### src/lnx_pkg.sv
// Shared types and constants for the LCD nibble expander sequencer.
package lnx_pkg;

  typedef enum logic [1:0] {
    CMD_INSTR  = 2'd0,
    CMD_DATA   = 2'd1,
    CMD_CURSOR = 2'd2,
    CMD_NIBBLE = 2'd3
  } cmd_e_t;

  typedef struct packed {
    logic [1:0] command;
    logic [7:0] value;
    logic [1:0] row;
    logic [5:0] column;
  } in_item_t;

  typedef struct packed {
    logic [7:0] expander_byte;
    logic       last;
  } out_item_t;

  // One classified request: the byte to send, RS, and whether only its high nibble goes out.
  typedef struct packed {
    logic [7:0] data;
    logic       rs;
    logic       single;
  } job_t;

  // Queue handshake between front and back.
  typedef struct packed {
    logic head_valid;
    logic full;
  } q_status_t;

  localparam int unsigned QDEPTH = 2;
  localparam int unsigned QPTR_W = 1;

  localparam logic [7:0] BIT_RS      = 8'h01;
  localparam logic [7:0] BIT_E       = 8'h04;
  localparam logic [7:0] BIT_BL      = 8'h08;
  localparam logic [7:0] CMD_DDRAM   = 8'h80;
  localparam logic [7:0] ROW1_ADDR   = 8'h40;
  localparam logic [7:0] NIBBLE_MASK = 8'hF0;

  localparam logic REG_DISPLAY_READY = 1'b0;
  localparam logic REG_BACKLIGHT_ON  = 1'b1;

endpackage

### src/lnx_front.sv
// Front end: accepts requests and turns each into a byte job for the queue.
module lnx_front #(
  parameter int ROWS    = 2,
  parameter int COLUMNS = 16
) (
  input  logic              in_valid,
  input  lnx_pkg::in_item_t in_item,
  input  logic              display_ready,
  input  lnx_pkg::q_status_t q_status,
  output logic              in_stall,
  output logic              push,
  output lnx_pkg::job_t     job
);
  import lnx_pkg::*;

  localparam logic [1:0] ROW_MAX = 2'(ROWS - 1);
  localparam logic [5:0] COL_MAX = 6'(COLUMNS - 1);

  logic [1:0] row_c;
  logic [5:0] col_c;
  logic [7:0] row_addr;
  logic [7:0] cursor_byte;

  always_comb begin
    row_c = (in_item.row > ROW_MAX) ? ROW_MAX : in_item.row;
    col_c = (in_item.column > COL_MAX) ? COL_MAX : in_item.column;
    row_addr = (row_c != 2'd0) ? ROW1_ADDR : 8'h00;
    cursor_byte = CMD_DDRAM | 8'(row_addr + {2'b00, col_c});
  end

  always_comb begin
    job = '0;
    unique case (cmd_e_t'(in_item.command))
      CMD_INSTR: begin
        job.data = in_item.value;
      end
      CMD_DATA: begin
        job.data = in_item.value;
        job.rs   = 1'b1;
      end
      CMD_CURSOR: begin
        job.data = cursor_byte;
      end
      CMD_NIBBLE: begin
        job.data   = in_item.value & NIBBLE_MASK;
        job.single = 1'b1;
      end
      default: begin
        job = '0;
      end
    endcase
  end

  // Hold off while the queue is full; drop requests while the display is not ready.
  assign in_stall = q_status.full;
  assign push     = in_valid && !q_status.full && display_ready;

endmodule

### src/lnx_queue.sv
// Two-entry job queue between the front end and the byte sequencer.
module lnx_queue (
  input  logic               clk,
  input  logic               rst,
  input  logic               push,
  input  lnx_pkg::job_t      push_job,
  input  logic               pop,
  output lnx_pkg::job_t      head,
  output lnx_pkg::q_status_t status
);
  import lnx_pkg::*;

  job_t              mem [QDEPTH];
  logic [QPTR_W-1:0] wr_ptr;
  logic [QPTR_W-1:0] rd_ptr;
  logic [QPTR_W:0]   count;

  always_ff @(posedge clk) begin
    if (push) begin
      mem[wr_ptr] <= push_job;
    end
  end

  always_ff @(posedge clk) begin
    if (rst) begin
      wr_ptr <= '0;
      rd_ptr <= '0;
      count  <= '0;
    end else begin
      if (push) wr_ptr <= wr_ptr + 1'b1;
      if (pop)  rd_ptr <= rd_ptr + 1'b1;
      count <= count + (QPTR_W+1)'(push) - (QPTR_W+1)'(pop);
    end
  end

  assign head              = mem[rd_ptr];
  assign status.head_valid = (count != '0);
  assign status.full       = (count == (QPTR_W+1)'(QDEPTH));

endmodule

### src/lnx_back.sv
// Back end: steps a job through its expander bytes into the output register.
module lnx_back (
  input  logic                clk,
  input  logic                rst,
  input  logic                backlight_on,
  input  lnx_pkg::job_t       head,
  input  lnx_pkg::q_status_t  q_status,
  output logic                pop,
  output logic                out_valid,
  input  logic                out_stall,
  output lnx_pkg::out_item_t  out_item
);
  import lnx_pkg::*;

  job_t       cur;
  logic       busy;
  logic [1:0] step;

  job_t       src;
  logic       active;
  logic       adv;
  logic       final_step;
  logic [3:0] nib;
  logic [7:0] byte_c;

  always_comb begin
    src        = busy ? cur : head;
    active     = busy || q_status.head_valid;
    adv        = !out_valid || !out_stall;
    final_step = src.single ? (step == 2'd1) : (step == 2'd3);
    nib        = step[1] ? src.data[3:0] : src.data[7:4];
    byte_c     = {nib, 4'h0} | (backlight_on ? BIT_BL : 8'h00)
               | (step[0] ? 8'h00 : BIT_E) | (src.rs ? BIT_RS : 8'h00);
    pop        = adv && !busy && q_status.head_valid;
  end

  always_ff @(posedge clk) begin
    if (rst) begin
      busy      <= 1'b0;
      step      <= 2'd0;
      out_valid <= 1'b0;
    end else if (adv) begin
      out_valid <= active;
      if (active) begin
        if (final_step) begin
          busy <= 1'b0;
          step <= 2'd0;
        end else begin
          busy <= 1'b1;
          step <= step + 2'd1;
        end
      end
    end
  end

  always_ff @(posedge clk) begin
    if (pop) begin
      cur <= head;
    end
    if (adv && active) begin
      out_item.expander_byte <= byte_c;
      out_item.last          <= final_step;
    end
  end

endmodule

### src/lcd_nibble_expander_sequencer.sv
// Top level of the LCD nibble expander sequencer: config port, front, queue and back.
// An accepted request is first written into the job queue; its first expander byte is then registered into the output.
// Throughput: one expander byte per cycle while out_stall is low, set by the back-end step counter;
//   four expander bytes per byte request, two per init nibble, none while the display is not ready.
// Input is taken back to back until the two-entry job queue fills.
// Reset (rst, synchronous, active high): queue and sequencer empty, display_ready = 0,
//   backlight_on = 1.
module lcd_nibble_expander_sequencer #(
  parameter int ROWS    = 2,
  parameter int COLUMNS = 16
) (
  input  logic               clk,
  input  logic               rst,
  input  logic               in_valid,
  output logic               in_stall,
  input  lnx_pkg::in_item_t  in_item,
  output logic               out_valid,
  input  logic               out_stall,
  output lnx_pkg::out_item_t out_item,
  input  logic               psel,
  input  logic               penable,
  input  logic               pwrite,
  input  logic [2:0]         paddr,
  input  logic [31:0]        pwdata,
  output logic [31:0]        prdata,
  output logic               pready
);
  import lnx_pkg::*;

  // Configuration registers: display_ready at 0x0, backlight_on at 0x4.
  logic display_ready;
  logic backlight_on;
  logic cfg_write;

  assign pready    = 1'b1;
  assign cfg_write = psel && penable && pwrite && pready;

  always_ff @(posedge clk) begin
    if (rst) begin
      display_ready <= 1'b0;
      backlight_on  <= 1'b1;
    end else if (cfg_write) begin
      // Keep only bit 0 of the written data.
      if (paddr[2] == REG_DISPLAY_READY) display_ready <= pwdata[0];
      if (paddr[2] == REG_BACKLIGHT_ON)  backlight_on  <= pwdata[0];
    end
  end

  always_comb begin
    prdata = 32'h0;
    if (paddr[2] == REG_DISPLAY_READY) prdata[0] = display_ready;
    else prdata[0] = backlight_on;
  end

  // Front end classifies each transaction into a job and pushes it into the queue while the display is ready.
  job_t      push_job;
  job_t      head;
  logic      push;
  logic      pop;
  q_status_t q_status;

  lnx_front #(
    .ROWS    (ROWS),
    .COLUMNS (COLUMNS)
  ) u_front (
    .in_valid      (in_valid),
    .in_item       (in_item),
    .display_ready (display_ready),
    .q_status      (q_status),
    .in_stall      (in_stall),
    .push          (push),
    .job           (push_job)
  );

  // Short queue decouples request intake from the byte stream.
  lnx_queue u_queue (
    .clk      (clk),
    .rst      (rst),
    .push     (push),
    .push_job (push_job),
    .pop      (pop),
    .head     (head),
    .status   (q_status)
  );

  // Back end walks each job: high nibble E set, E clear, then low nibble the same way; single jobs skip the low.
  lnx_back u_back (
    .clk          (clk),
    .rst          (rst),
    .backlight_on (backlight_on),
    .head         (head),
    .q_status     (q_status),
    .pop          (pop),
    .out_valid    (out_valid),
    .out_stall    (out_stall),
    .out_item     (out_item)
  );

  // The closing byte of a request always has E clear.
  a_last_e_low: assert property (@(posedge clk) disable iff (rst)
    out_valid && out_item.last |-> !out_item.expander_byte[2])
    else $error("last byte carries E set");

  // A byte that is not the last of its request is followed at once by the next one.
  a_no_gap: assert property (@(posedge clk) disable iff (rst)
    out_valid && !out_stall && !out_item.last |=> out_valid)
    else $error("gap inside a request byte stream");

  // An E-high byte is followed by the same nibble with E low.
  a_e_pair: assert property (@(posedge clk) disable iff (rst)
    out_valid && !out_stall && out_item.expander_byte[2] |=>
      !out_item.expander_byte[2] &&
      (out_item.expander_byte[7:4] == $past(out_item.expander_byte[7:4])))
    else $error("E strobe pair broken");

  // Nothing enters the queue when it is full.
  a_no_overflow: assert property (@(posedge clk) disable iff (rst)
    q_status.full |-> !push)
    else $error("push into full queue");

endmodule

### config.mk
export PLATFORM = sky130hd
export DESIGN_NAME = lcd_nibble_expander_sequencer
export DESIGN_NICKNAME = d
export VERILOG_FILES = /design/src/lnx_pkg.sv /design/src/lnx_front.sv /design/src/lnx_queue.sv /design/src/lnx_back.sv /design/src/lcd_nibble_expander_sequencer.sv
export SDC_FILE = /design/constraint.sdc
export NUM_CORES = 1
export LEC_CHECK = 0
export ABC_AREA = 1
export BUFFER_PORTS_ARGS = -buffer_cell sky130_fd_sc_hd__buf_2
export CAP_MARGIN = 5
export CORE_MARGIN = 2
export CORE_UTILIZATION = 25
export DETAILED_ROUTE_END_ITERATION = 8
export RECOVER_POWER = 100
export REMOVE_ABC_BUFFERS = 1
export SYNTH_ARGS = -nofsm -noshare
export SYNTH_HDL_FRONTEND = slang
export SYNTH_SLANG_ARGS = --single-unit
### constraint.sdc
create_clock -name clk -period 5.2 [get_ports clk]
set_input_delay 1.04 -clock clk [delete_from_list [all_inputs] [get_ports clk]]
set_output_delay 1.04 -clock clk [all_outputs]
set_load 0.02 [all_outputs]
Word-level counts from Yosys, hierarchy flattened --
Memories as Yosys holds them, arrays and structs flattened. A register that Yosys moved wholly into a read port is not among the register bits. Index checks and enable logic that the tools add are counted.
Word-level totals: register bits after elaboration 29, memory bits (writable) 20, input bits 60, output and inout bits 44, logic and storage cells 71, memories kept 1
Operators by class: add/sub/neg operators 6, $lt $le $gt $ge 2, equality and inequality tests 6, muxes and demuxes 19, bitwise logic cells 4, reductions and logical operators 20
Memories:
- u_queue.mem | depth 2, bits a word 10, rd ports 1, clocked after Yosys merged registers in 1, write ports 1, RTL line lnx_queue.sv:13 | job_t mem [QDEPTH];
Operator list (count):
- $or 8x8->8 | 3
- $pmux 8 s3 | 1
- $mux 1 | 10
- $mux 10 | 1
- $eq 2x2->1 const B | 4
- $mux 4 | 2
- $add 7x6->7 | 1
- $logic_and 1x1->1 | 7
- $mux 7 | 1
- $gt 6x4->1 const B | 1
- $mux 6 | 1
- $reduce_and 2->1 | 3
- $eq 2x1->1 const B | 2
- $logic_not 1->1 | 4
- $mux 2 | 2
- $reduce_bool 2->1 | 2
- $mux 3 | 1
- $add 1x1->1 const B | 2
- $add 2x1->2 | 1
- $add 2x1->2 const B | 1
- $gt 2x1->1 const B | 1
- $logic_not 2->1 | 1
- $logic_or 1x1->1 | 2
- $reduce_or 2->1 | 1
- 2 further kinds | 2

Logic depth before layout (Yosys ltp) --
depth in word-level cells 6, gate-level depth with buffers 9, gate-level depth less buffers 9

Modules after synthesis --
A second synthesis with hierarchy kept.
Second synthesis, totals: cells, all modules 239, area total of the unflattened synthesis 2443.6 µm²
Modules (own cells, without submodules):
- lnx_queue | times used 1, cells an instance 62, area an instance 985.9 µm², seq. area each 700.7 µm²
- lnx_back | times used 1, cells an instance 82, area an instance 913.4 µm², seq. area each 620.6 µm²
- lcd_nibble_expander_sequencer | times used 1, cells an instance 53, area an instance 370.4 µm², seq. area each 40.0 µm²
- lnx_front | times used 1, cells an instance 42, area an instance 173.9 µm², seq. area each 0.0 µm²

Least setup slack after synthesis --
OpenSTA, ideal clock, no wires.
kind input to register, from in out_stall, to reg u_queue.count[1], library setup time 0.070 ns, data arrival time 2.323 ns, required time 5.130 ns, setup slack 2.807 ns, stages 9, buffers on the path 0, cell sequence nand2_1 -> nand3b_1 -> inv_1 -> ha_1 -> inv_1 -> ha_1 -> xor2_1 -> o21ai_0 -> a21oi_1
Between the ends: cells in the longest elaborated chain, start to end 5
Ends and longest elaborated chain:
- start, declared | RTL line lcd_nibble_expander_sequencer.sv:18 | input logic out_stall,
- $logic_not 1->1 | RTL line lnx_back.sv:29 | adv = !out_valid || !out_stall;
- $logic_or 1x1->1 | RTL line lnx_back.sv:29
- $logic_and 1x1->1 (2 in series) | RTL line lnx_back.sv:34 | pop = adv && !busy && q_status.head_valid;
- named net pop | RTL line lcd_nibble_expander_sequencer.sv:59 | logic pop;
- $sub 2x1->2 | RTL line lnx_queue.sv:32 | count <= count + (QPTR_W+1)'(push) - (QPTR_W+1)'(pop);
- end signal, assigned | RTL line lnx_queue.sv:32
- end, declared | RTL line lnx_queue.sv:16 | logic [QPTR_W:0] count;
The timed path passes the listed nets, and every way through them passes these cells. A chain may end at the register's enable or synchronous reset.

Worst setup path after layout --
from in paddr[2], to out prdata[0]
Between the ends: cells in the longest elaborated chain, start to end 1
Ends and longest elaborated chain:
- start, declared | RTL line lcd_nibble_expander_sequencer.sv:23 | input logic [2:0] paddr,
- $mux 1 | RTL line lcd_nibble_expander_sequencer.sv:51 | if (paddr[2] == REG_DISPLAY_READY) prdata[0] = display_ready;
- end, declared | RTL line lcd_nibble_expander_sequencer.sv:25 | output logic [31:0] prdata,
Every way passes these cells.

==> impl_metrics.tcl <==
set metrics [dict create \
    yosysWarnings 0 \
    cts_tree "done" \
    syn_area_mm2 0.00234 \
    finalNetCount 337 \
    io_buffer_count 37 \
    clock_skew_ns 0.00780 \
    die_area_mm2 0.0102 \
    area_delta_synth_final_pct 9.78 \
    grt_pass1_wl_um 6040 \
    drc 0 \
    hold_buffers 0 \
    syn_avg_cell_area_um2 9.88 \
    arrival_ns 1.57 \
    finalSetupViolCount 0 \
    drt-total-wl_um 3740 \
    grt_overflow 0 \
    initial_core_util_pct 25.6 \
    numClockSinks 49 \
    synth_area_leaders "edfxtp_1, buf_4, dfxtp_1, nand2_1, inv_1" \
    synth-edff-count 38 \
    whs_ns 0.462 \
    synth-seq-cells 49 \
    dr.pass1.iters 4 \
    synth_ff_type "edfxtp_1" \
    grt_usage_pct 7.62 \
    grt_max_degree 19 \
    hold_path.class "reg -> reg" \
    postCtsResizedCells 0 \
    insertion_delay_ns 0.30 \
    drt_iter0_drc 82 \
    grt_pass1_vias 1349 \
    antenna_found_initial 0 \
    cp_max_fo 4 \
    root_buffer "clkbuf_8" \
    maxSlewViolCount 0 \
    max_freq_ghz 0.383 \
    die_x_um 101 \
    core_mm2 0.00915 \
    p_leak_nw 1.16 \
    place_congestion 0.712 \
    hold_viol 0 \
    ys_types 28 \
    viasPerCell 3.83 \
    antenna_left 0 \
    fin_tns_setup_ns 0 \
    cp.required_ns 4.16 \
    critical_path_class "in -> out" \
    synth.top_cells.by_count "nand2_1, edfxtp_1, buf_4" \
    slew_headroom_pct 41.0 \
    cts_made_buffers 5 \
    period_needed_ns 2.61 \
    yosysMostFrequentCell "nand2_1" \
    clock_path_buffers 2 \
    r2r_slack_ns 2.83 \
    io_pins 104 \
    dp_hpwl_um 2890 \
    yosys.area.top_type "edfxtp_1" \
    critPathCaptureType "primary output" \
    vdd_ir_drop_max_mv 0.140 \
    max-cap-violations 0 \
    dieHeight_um 101 \
    async_flop_share_pct 0 \
    synthesis.instances 237 \
    post-cts-setup-buffers 0 \
    fp-row-count 35 \
    num_vias 1484 \
    yosys.area.top_type_share_pct 48.7 \
    powerDensity_mw_per_mm2 492 \
    finalCritPeriodShare_pct 50.2 \
    cts_htree_levels 2 \
    antenna-diode-count 0 \
    rsz0062_at_grt "no" \
    cts.clk_slew.worst_paths_ns 0.09 \
    wire_per_inst_um 9.66 \
    layout-drive-gt1-share_pct 14.1 \
    yosysSeqAreaShare_pct 58.2 \
    tightest_slew_ns 0.882 \
    startpoint_type "input pin" \
    status "completed" \
]
## layer usage
layer / GRT usage [%] / share of wire, % / vias up
met5: 0 / 0 / -
met2: 12.8 / 46 / 52
met4: 3.69 / 2.1 / 0
li1: - / - / 776
met3: 2.08 / 6.5 / 5
met1: 9.00 / 45 / 651
## report_power, final
part | leakage (nW) | internal, mW | switching (mW) | total, mW
registers | 0.438 | 0.563 | 0.0600 | 0.623
clock network | 0.0506 | 0.101 | 0.135 | 0.235
logic | 0.671 | 0.112 | 0.292 | 0.405
## registers in the layout, indices dropped and copies added (netlist names), named ones only
name	cells
u_back.step	2
u_queue.mem	20
u_queue.rd_ptr	1
display_ready	1
u_back.out_item	8
u_back.busy	1
backlight_on	1
u_back.cur	10
u_queue.wr_ptr	1
u_back.out_valid	1
u_queue.count	2
## area by class of cell
class | count | area, µm²
Clock buffer | 5 | 68.8
Clock inverter | 3 | 28.8
Fill cell | 957 | 6580
Inverter | 31 | 116
Multi-Input combinational cell | 151 | 686
Sequential cell | 49 | 1360
Tap cell | 111 | 139
Timing Repair Buffer | 37 | 170
## worst max-delay path, cell delays in order
cell and delay (ns):
buf_2 0.12, inv_1 0.09, nand2_1 0.05, nand2_1 0.05, clkbuf_1 0.22
## cell usage in the layout (no fill, tap or decap), drive strengths merged
| cell | count |
|---|---|
| or2 | 3 |
| clkinv | 1 |
| nor3 | 1 |
| buf | 25 |
| a31oi | 1 |
| inv | 33 |
| edfxtp | 38 |
| a21oi | 12 |
| ha | 2 |
| o22ai | 1 |
| xor2 | 1 |
| nand2 | 51 |
| a22oi | 3 |
| clkbuf | 17 |
| conb | 33 |
| nor2 | 14 |
| o21ai | 18 |
| nand3b | 1 |
| dfxtp | 11 |
| nand3 | 10 |
## logic make-up after synthesis
| group | after synthesis | synth area share [%] |
|---|---|---|
| AO/OA/AOI/OAI | 35 | 8.07 |
| XOR/XNOR | 1 | 0.374 |
| adder cells (fa/ha/maj) | 2 | 1.07 |
| buffers and inverters | 68 | 16.9 |
| flip-flops | 49 | 58.2 |
| other | 2 | 0.321 |
| AND/OR/NAND/NOR | 80 | 15.1 |
## stage by stage
stage          area (µm²)  worst slack, ns  power [mW]  utilization, %  cells
6_report             2570             2.59        1.26            28.1    387
5_1_grt              2570             2.54        1.36            28.1    387
2_1_floorplan        2180             2.80       0.933               -    231
4_1_cts              2600             2.66        1.30            28.4    387
3_3_place_gp         2500             2.51        1.05            27.3    379
3_5_place_dp         2500             2.45        1.06            27.3    379
## final timing paths
check,cells past startpoint,end,startpoint
setup reg to reg,9,u_queue.count[1]$_SDFF_PP0_,u_back.busy$_SDFFE_PP0P_
setup / recovery,5,prdata[0],paddr[2]
hold reg to reg,0,u_back.out_item[4]$_DFFE_PP_,backlight_on$_SDFFE_PP1P_
hold / removal,0,u_back.out_item[4]$_DFFE_PP_,backlight_on$_SDFFE_PP1P_
Power figures use the tool's default switching activity.
